===== src/sv/ftr_pkg.sv =====
// ----------------------------------------------------------------------------
// ftr_pkg
// shared constants, types and helpers for the fuzzy t-norm / t-conorm reducer
// ----------------------------------------------------------------------------
`timescale 1ns / 1ps
`default_nettype none

package ftr_pkg;

  localparam int FRACTION_BITS = 16;
  localparam int VAL_W         = FRACTION_BITS + 1;
  localparam int IN_W          = FRACTION_BITS + 2;
  localparam int S_TDATA_W     = ((IN_W + 7) / 8) * 8;
  localparam int M_TDATA_W     = ((VAL_W + 7) / 8) * 8;
  localparam int MODE_W        = 3;

  localparam logic [VAL_W-1:0] ONE  = VAL_W'(1) << FRACTION_BITS;
  localparam logic [VAL_W-1:0] ZERO = '0;

  typedef enum logic [MODE_W-1:0] {
    MODE_MIN  = 3'd0,
    MODE_LUK  = 3'd1,
    MODE_PROD = 3'd2,
    MODE_MAX  = 3'd3,
    MODE_BSUM = 3'd4,
    MODE_PSUM = 3'd5
  } mode_t;

  typedef struct packed {
    logic [VAL_W-1:0] value;
    logic             missing;
    logic             error;
  } result_t;

  function automatic logic [VAL_W-1:0] identity_of(input logic [MODE_W-1:0] mode);
    logic [VAL_W-1:0] id;
    case (mode)
      MODE_MAX, MODE_BSUM, MODE_PSUM: id = ZERO;
      default:                        id = ONE;
    endcase
    return id;
  endfunction

endpackage

`default_nettype wire


===== src/sv/ftr_fold_op.sv =====
// ----------------------------------------------------------------------------
// ftr_fold_op
// combines the accumulator with one in-range value under the selected operator
// ----------------------------------------------------------------------------
`timescale 1ns / 1ps
`default_nettype none

module ftr_fold_op (
  input  wire logic [ftr_pkg::MODE_W-1:0] mode,
  input  wire logic [ftr_pkg::VAL_W-1:0]  acc,
  input  wire logic [ftr_pkg::VAL_W-1:0]  val,
  output logic      [ftr_pkg::VAL_W-1:0]  folded
);
  import ftr_pkg::*;

  logic [2*VAL_W-1:0] full_prod;
  logic [VAL_W-1:0]   prod;
  logic [VAL_W:0]     sum;
  logic [VAL_W:0]     psum;
  logic [VAL_W:0]     one_ext;

  assign one_ext   = {1'b0, ONE};
  assign full_prod = {{VAL_W{1'b0}}, acc} * {{VAL_W{1'b0}}, val};
  assign prod      = full_prod[VAL_W-1+FRACTION_BITS:FRACTION_BITS];
  assign sum       = {1'b0, acc} + {1'b0, val};
  assign psum      = sum - {1'b0, prod};

  always_comb begin
    case (mode)
      MODE_LUK: begin
        if (sum > one_ext) begin
          folded = VAL_W'(sum - one_ext);
        end else begin
          folded = ZERO;
        end
      end
      MODE_PROD: folded = prod;
      MODE_MAX:  folded = (val > acc) ? val : acc;
      MODE_BSUM: folded = (sum > one_ext) ? ONE : sum[VAL_W-1:0];
      MODE_PSUM: folded = (psum > one_ext) ? ONE : psum[VAL_W-1:0];
      default:   folded = (val < acc) ? val : acc;
    endcase
  end

endmodule

`default_nettype wire


===== src/sv/ftr_accum.sv =====
// ----------------------------------------------------------------------------
// ftr_accum
// accumulator and run flags; folds one registered element per step
// ----------------------------------------------------------------------------
`timescale 1ns / 1ps
`default_nettype none

module ftr_accum (
  input  wire logic                       clk,
  input  wire logic                       rst,
  input  wire logic [ftr_pkg::MODE_W-1:0] mode,
  input  wire logic                       restart,
  input  wire logic [ftr_pkg::MODE_W-1:0] restart_mode,
  input  wire logic                       step,
  input  wire logic [ftr_pkg::IN_W-1:0]   value,
  input  wire logic                       missing,
  input  wire logic                       last,
  output ftr_pkg::result_t                result
);
  import ftr_pkg::*;

  logic [VAL_W-1:0] accumulator;
  logic [VAL_W-1:0] accumulator_next;
  logic             missing_seen;
  logic             missing_seen_next;
  logic             error_seen;
  logic             error_seen_next;
  logic             in_range;
  logic [VAL_W-1:0] folded;

  // sign clear and magnitude no more than one
  assign in_range = !value[IN_W-1] && (value[IN_W-2:0] <= (IN_W-1)'(ONE));

  ftr_fold_op u_fold_op (
    .mode   (mode),
    .acc    (accumulator),
    .val    (value[VAL_W-1:0]),
    .folded (folded)
  );

  always_comb begin
    accumulator_next  = accumulator;
    missing_seen_next = missing_seen;
    error_seen_next   = error_seen;
    if (!missing_seen) begin
      if (missing) begin
        missing_seen_next = 1'b1;
      end else if (!in_range) begin
        error_seen_next = 1'b1;
      end else begin
        accumulator_next = folded;
      end
    end
    result.missing = missing_seen_next;
    result.error   = error_seen_next;
    result.value   = (missing_seen_next || error_seen_next) ? ZERO : accumulator_next;
  end

  always_ff @(posedge clk) begin
    if (rst) begin
      accumulator  <= identity_of(MODE_MIN);
      missing_seen <= 1'b0;
      error_seen   <= 1'b0;
    end else if (restart) begin
      accumulator  <= identity_of(restart_mode);
      missing_seen <= 1'b0;
      error_seen   <= 1'b0;
    end else if (step) begin
      if (last) begin
        accumulator  <= identity_of(mode);
        missing_seen <= 1'b0;
        error_seen   <= 1'b0;
      end else begin
        accumulator  <= accumulator_next;
        missing_seen <= missing_seen_next;
        error_seen   <= error_seen_next;
      end
    end
  end

endmodule

`default_nettype wire


===== src/sv/fuzzy_tnorm_tconorm_reducer.sv =====
// ----------------------------------------------------------------------------
// fuzzy_tnorm_tconorm_reducer
// folds a stream of fuzzy truth values with a selectable t-norm or t-conorm
// path: the last element passes the input register, then the result register once it is free
// throughput: one element per cycle, except while a last element waits for a blocked result
// reset: synchronous; mode returns to min, accumulator to one, flags clear
// ----------------------------------------------------------------------------
`timescale 1ns / 1ps
`default_nettype none

module fuzzy_tnorm_tconorm_reducer (
  input  wire logic                          clk,
  input  wire logic                          rst,
  input  wire logic                          cfg_valid,
  output logic                               cfg_ready,
  input  wire logic [ftr_pkg::MODE_W-1:0]    cfg_data,   // operator_mode
  input  wire logic                          s_tvalid,
  output logic                               s_tready,
  input  wire logic [ftr_pkg::S_TDATA_W-1:0] s_tdata,    // truth_value, zero pad
  input  wire logic                          s_tuser,    // value_missing
  input  wire logic                          s_tlast,    // last_element
  output logic                               m_tvalid,
  input  wire logic                          m_tready,
  output logic      [ftr_pkg::M_TDATA_W-1:0] m_tdata,    // folded_value, zero pad
  output logic      [1:0]                    m_tuser     // result_missing, range_error
);
  import ftr_pkg::*;

  logic [MODE_W-1:0] mode;
  logic              in_valid;
  logic [IN_W-1:0]   in_value;
  logic              in_missing;
  logic              in_last;
  logic              out_free;
  logic              step;
  logic              cfg_write;
  result_t           result;
  result_t           out_result;

  // mode writes only land while the input and result registers are empty
  assign cfg_ready = !in_valid && !m_tvalid;
  assign cfg_write = cfg_valid && cfg_ready;
  assign out_free  = !m_tvalid || m_tready;
  assign step      = in_valid && (!in_last || out_free);
  assign s_tready  = !in_valid || step;

  always_ff @(posedge clk) begin
    if (rst) begin
      mode <= MODE_MIN;
    end else if (cfg_write) begin
      mode <= cfg_data;
    end
  end

  // input register
  always_ff @(posedge clk) begin
    if (rst) begin
      in_valid <= 1'b0;
    end else if (s_tready) begin
      in_valid <= s_tvalid;
    end
  end

  always_ff @(posedge clk) begin
    if (s_tvalid && s_tready) begin
      in_value   <= s_tdata[IN_W-1:0];
      in_missing <= s_tuser;
      in_last    <= s_tlast;
    end
  end

  ftr_accum u_accum (
    .clk          (clk),
    .rst          (rst),
    .mode         (mode),
    .restart      (cfg_write),
    .restart_mode (cfg_data),
    .step         (step),
    .value        (in_value),
    .missing      (in_missing),
    .last         (in_last),
    .result       (result)
  );

  // result register
  always_ff @(posedge clk) begin
    if (rst) begin
      m_tvalid <= 1'b0;
    end else if (step && in_last) begin
      m_tvalid <= 1'b1;
    end else if (m_tready) begin
      m_tvalid <= 1'b0;
    end
  end

  always_ff @(posedge clk) begin
    if (step && in_last) begin
      out_result <= result;
    end
  end

  assign m_tdata = {{(M_TDATA_W-VAL_W){1'b0}}, out_result.value};
  assign m_tuser = {out_result.error, out_result.missing};

  a_flagged_zero: assert property (@(posedge clk) disable iff (rst)
    m_tvalid && (m_tuser != 2'b00) |-> m_tdata == '0)
    else $error("flagged result carries a nonzero value");

  a_value_range: assert property (@(posedge clk) disable iff (rst)
    m_tvalid |-> m_tdata[VAL_W-1:0] <= ONE)
    else $error("result value above one");

  a_stall_cause: assert property (@(posedge clk) disable iff (rst)
    !s_tready |-> in_valid && in_last && m_tvalid && !m_tready)
    else $error("input stalled without a blocked result");

  a_reset_empty: assert property (@(posedge clk)
    rst |=> !m_tvalid && !in_valid)
    else $error("pipeline not empty after reset");

endmodule

`default_nettype wire


===== config.mk =====
export PLATFORM = sky130hd
export DESIGN_NAME = fuzzy_tnorm_tconorm_reducer
export DESIGN_NICKNAME = d
export VERILOG_FILES = /design/src/sv/ftr_pkg.sv /design/src/sv/ftr_fold_op.sv /design/src/sv/ftr_accum.sv /design/src/sv/fuzzy_tnorm_tconorm_reducer.sv
export SDC_FILE = /design/constraint.sdc
export NUM_CORES = 1
export LEC_CHECK = 0
export ABC_AREA = 1
export BUFFER_PORTS_ARGS = -buffer_cell sky130_fd_sc_hd__buf_2
export CAP_MARGIN = 20
export CORE_ASPECT_RATIO = 0.5
export CORE_MARGIN = 4
export CORE_UTILIZATION = 30
export CTS_CLUSTER_DIAMETER = 60
export DETAILED_ROUTE_END_ITERATION = 6
export PLACE_DENSITY_LB_ADDON = 0.05
export SETUP_SLACK_MARGIN = 0.1
export SYNTH_ARGS = -nofsm -noshare
export SYNTH_HDL_FRONTEND = slang
export SYNTH_HIERARCHICAL = 1
export SYNTH_SLANG_ARGS = --single-unit
export TNS_END_PERCENT = 100

===== constraint.sdc =====
create_clock -name clk -period 10.9 [get_ports clk]
set_clock_uncertainty 0.1 [all_clocks]
set_input_delay 2.18 -clock clk [delete_from_list [all_inputs] [get_ports clk]]
set_output_delay 2.18 -clock clk [all_outputs]
set_load 0.01 [all_outputs]

==> impl_metrics.env <==
export IMPL_status="finished, final reports clean"
export IMPL_grt_use_total_pct=20.7
export IMPL_crit_fanout=15
export IMPL_setup_viol=0
export IMPL_layout_cells_most_common="nand2_1"
export IMPL_synth_seq_cells=63
export IMPL_relSlewSlack_pct=23.5
export IMPL_start_kind="flip-flop"
export IMPL_multi_input_area_um2=12000
export IMPL_drv_slew=0
export IMPL_critPathSlowestCell="dfxtp_1"
export IMPL_remaining_drc_errors=0
export IMPL_cts_buffers=9
export IMPL_cp_arrival_ns=9.23
export IMPL_crit_type="flip-flop to flip-flop"
export IMPL_setup_tns_ns=0
export IMPL_grt_pass1_vias=14492
export IMPL_grt_busiest_layer="met1"
export IMPL_synthFlopType="edfxtp_1"
export IMPL_grt_first_pass_wirelength_um=91100
export IMPL_vias=14206
export IMPL_placed_cells=3033
export IMPL_yosysTopAreaCellShare_pct=27.4
export IMPL_io_buffers=49
export IMPL_r2r_end="u_accum/accumulator[0]"
export IMPL_cts_resized=0
export IMPL_synth_cells=2318
export IMPL_vdd_drop_max_mv=0.0575
export IMPL_first_pass_iters=5
export IMPL_grt_max_degree=36
export IMPL_post_route_min_period_ns=9.07
export IMPL_cpPeakStageDelay_ns=0.94
export IMPL_clk_latency_ns=0.35
export IMPL_cpMostUsedCell="nand2_1"
export IMPL_synth_area_um2=16300
export IMPL_start_util_pct=30.3
export IMPL_grt_remaining_overflow=0
export IMPL_synth_edf_count=39
export IMPL_avgViaCountPerCell=4.65
export IMPL_async_reset_ff_share_pct=0
export IMPL_reg2regPathDepth=39
export IMPL_post_route_period_util_pct=83.2
export IMPL_ant_nets=0
export IMPL_rrSetupSlack_ns=1.83
export IMPL_hp_class="flip-flop to flip-flop"
export IMPL_synth_warnings=6
export IMPL_p_leak_nw=9.62
export IMPL_worstMarginPinSlew_ns=1.15
export IMPL_antenna_found_initial=5
export IMPL_timing_rr_start="u_accum/accumulator[8]"
export IMPL_use_met3_pct=3.04
export IMPL_detailed_place_hpwl_um=49800
export IMPL_htreeDepth=3
export IMPL_fin_cells=3052
export IMPL_gr_usage_met2_pct=30.0
export IMPL_worstPathRequired_ns=11.06
export IMPL_cts_num_sinks=63
export IMPL_wl_per_cell_um=19.5
export IMPL_row_count=60
export IMPL_final_cell_mix="nand2_1, inv_1, fa_1"
export IMPL_register_area_um2=1660
export IMPL_post_cts_setup_buffer_count=0
export IMPL_synth_cell_types=50
export IMPL_layout_nets=2744
export IMPL_cts_root_buf="clkbuf_16"
export IMPL_power_density_nw_per_um2=63.3
export IMPL_synthTopCellsByArea="fa_1, nand2_1, inv_1, ha_1, edfxtp_1"
export IMPL_rsz0062_at_grt="false"
export IMPL_fillCellCount=5967
export IMPL_syn2layout_area_growth_pct=8.24
export IMPL_clkSlewWorstSetupHoldPaths_ns=0.07
export IMPL_max_freq_ghz=0.110
export IMPL_die_w_um=338
export IMPL_synth_top_cell_by_area="fa_1"
export IMPL_yosysSeqAreaShare_pct=10.1
export IMPL_drv_cap=0
export IMPL_synth_avg_cell_area_um2=7.03
export IMPL_worstHoldStart="u_accum/error_seen"
export IMPL_wl_um=59500
export IMPL_ctsHoldBuffers=0
export IMPL_io_pins=63
export IMPL_met1_usage_pct=32.6
export IMPL_drtIter0Drc=991
export IMPL_tritoncts="yes"
export IMPL_drive_above_1_share_pct=7.96
export IMPL_core_area_um2=53800
export IMPL_dieArea_um2=58400
export IMPL_hold_depth=2
export IMPL_cp_end_kind="flip-flop"
export IMPL_die_h_um=173
export IMPL_hold_end="u_accum/error_seen"
export IMPL_place_gp_congestion=0.872
export IMPL_hold_viol=0
export IMPL_clock_path_buffers=2
## cells by family after synthesis
family	share of synthesized area (%)
and+or+nand+nor	25.3
other	0.0230
buffers and inverters	16.6
DFF	10.1
AOI/OAI and AO/OA	7.67
adders and majority gates	39.3
xor gates and xnor gates	1.01
## stage by stage
step / area (um^2) / setup slack [ns] / power, mW / hold slack (ns) / utilization (%)
after CTS: 17600 / 1.83 / 1.13 / 0.422 / 32.8
final: 17600 / 1.83 / 1.12 / 0.419 / 32.8
after global routing: 17600 / 1.15 / 1.20 / 0.443 / 32.8
after global placement: 17300 / 1.83 / 0.827 / 0.409 / 32.3
after detailed placement: 17300 / 1.89 / 0.824 / 0.413 / 32.3
after floorplan: 16300 / 3.48 / 0.649 / 0.374 / -
## registers in the layout (all words and copies together), names as in the netlist
name,cells
u_accum/missing_seen,1
u_accum/accumulator,17
m_tuser,2
mode,3
in_missing,1
m_tdata,17
in_valid,1
in_value,18
in_last,1
m_tvalid,1
u_accum/error_seen,1
## worst max-delay path, delay by kind of cell (launching register included)
kind	cells	cell delay (ns)
simple gates	17	1.88
buf+inv	8	0.89
compound gates	4	0.77
fa+ha+maj	9	3.96
xor+xnor	1	0.38
flops	1	0.94
## cells in the mapped netlist (9+ instances only)
library cell and number:
fa_1 223, nor2_1 136, nor3_1 11, o211ai_1 39, ha_1 155, nand4_1 20, inv_1 584, edfxtp_1 39
nand3_2 12, buf_4 10, nand4_2 11, o21ai_0 53, nand3b_1 17, nand3_1 82, xnor2_1 9, dfxtp_1 24
nor2_2 12, nand2_1 626, a21oi_1 96, clkbuf_1 68
## power breakdown
| group | switching [mW] | internal, mW | leakage [nW] |
|---|---|---|---|
| logic | 0.374 | 0.165 | 8.92 |
| clock network | 0.137 | 0.157 | 0.133 |
| registers | 0.0197 | 0.265 | 0.564 |
## final cells by class
| cell class | instances | share of cell area [%] |
|---|---|---|
| multi-input cells | 1570 | 67.9 |
| clock buffers | 9 | 1.28 |
| repair buffers | 95 | 3.46 |
| inverters | 593 | 12.6 |
| flip-flops and latches | 63 | 9.38 |
| well taps | 713 | 5.05 |
| diodes | 2 | 0.0284 |
| clock inverters | 7 | 0.312 |
## routing by layer
layer,vias up,part of all wire [%]
li1,6966,-
met1,6922,53
met2,284,40
met3,34,5.0
met4,0,1.4
met5,-,0
## worst max-delay path by stage
stage                           startpoint                      to  slack (ns)  depth (start not counted)
floorplan                      in_value[2]              m_tdata[9]        3.48                         38
global placement    u_accum/accumulator[8]  u_accum/accumulator[0]        1.83                         39
detailed placement  u_accum/accumulator[8]  u_accum/accumulator[0]        1.89                         39
CTS                 u_accum/accumulator[8]  u_accum/accumulator[0]        1.83                         39
global route        u_accum/accumulator[8]  u_accum/accumulator[0]        1.15                         39
finish              u_accum/accumulator[8]  u_accum/accumulator[0]        1.83                         39
(Power assumes the default switching activity.)
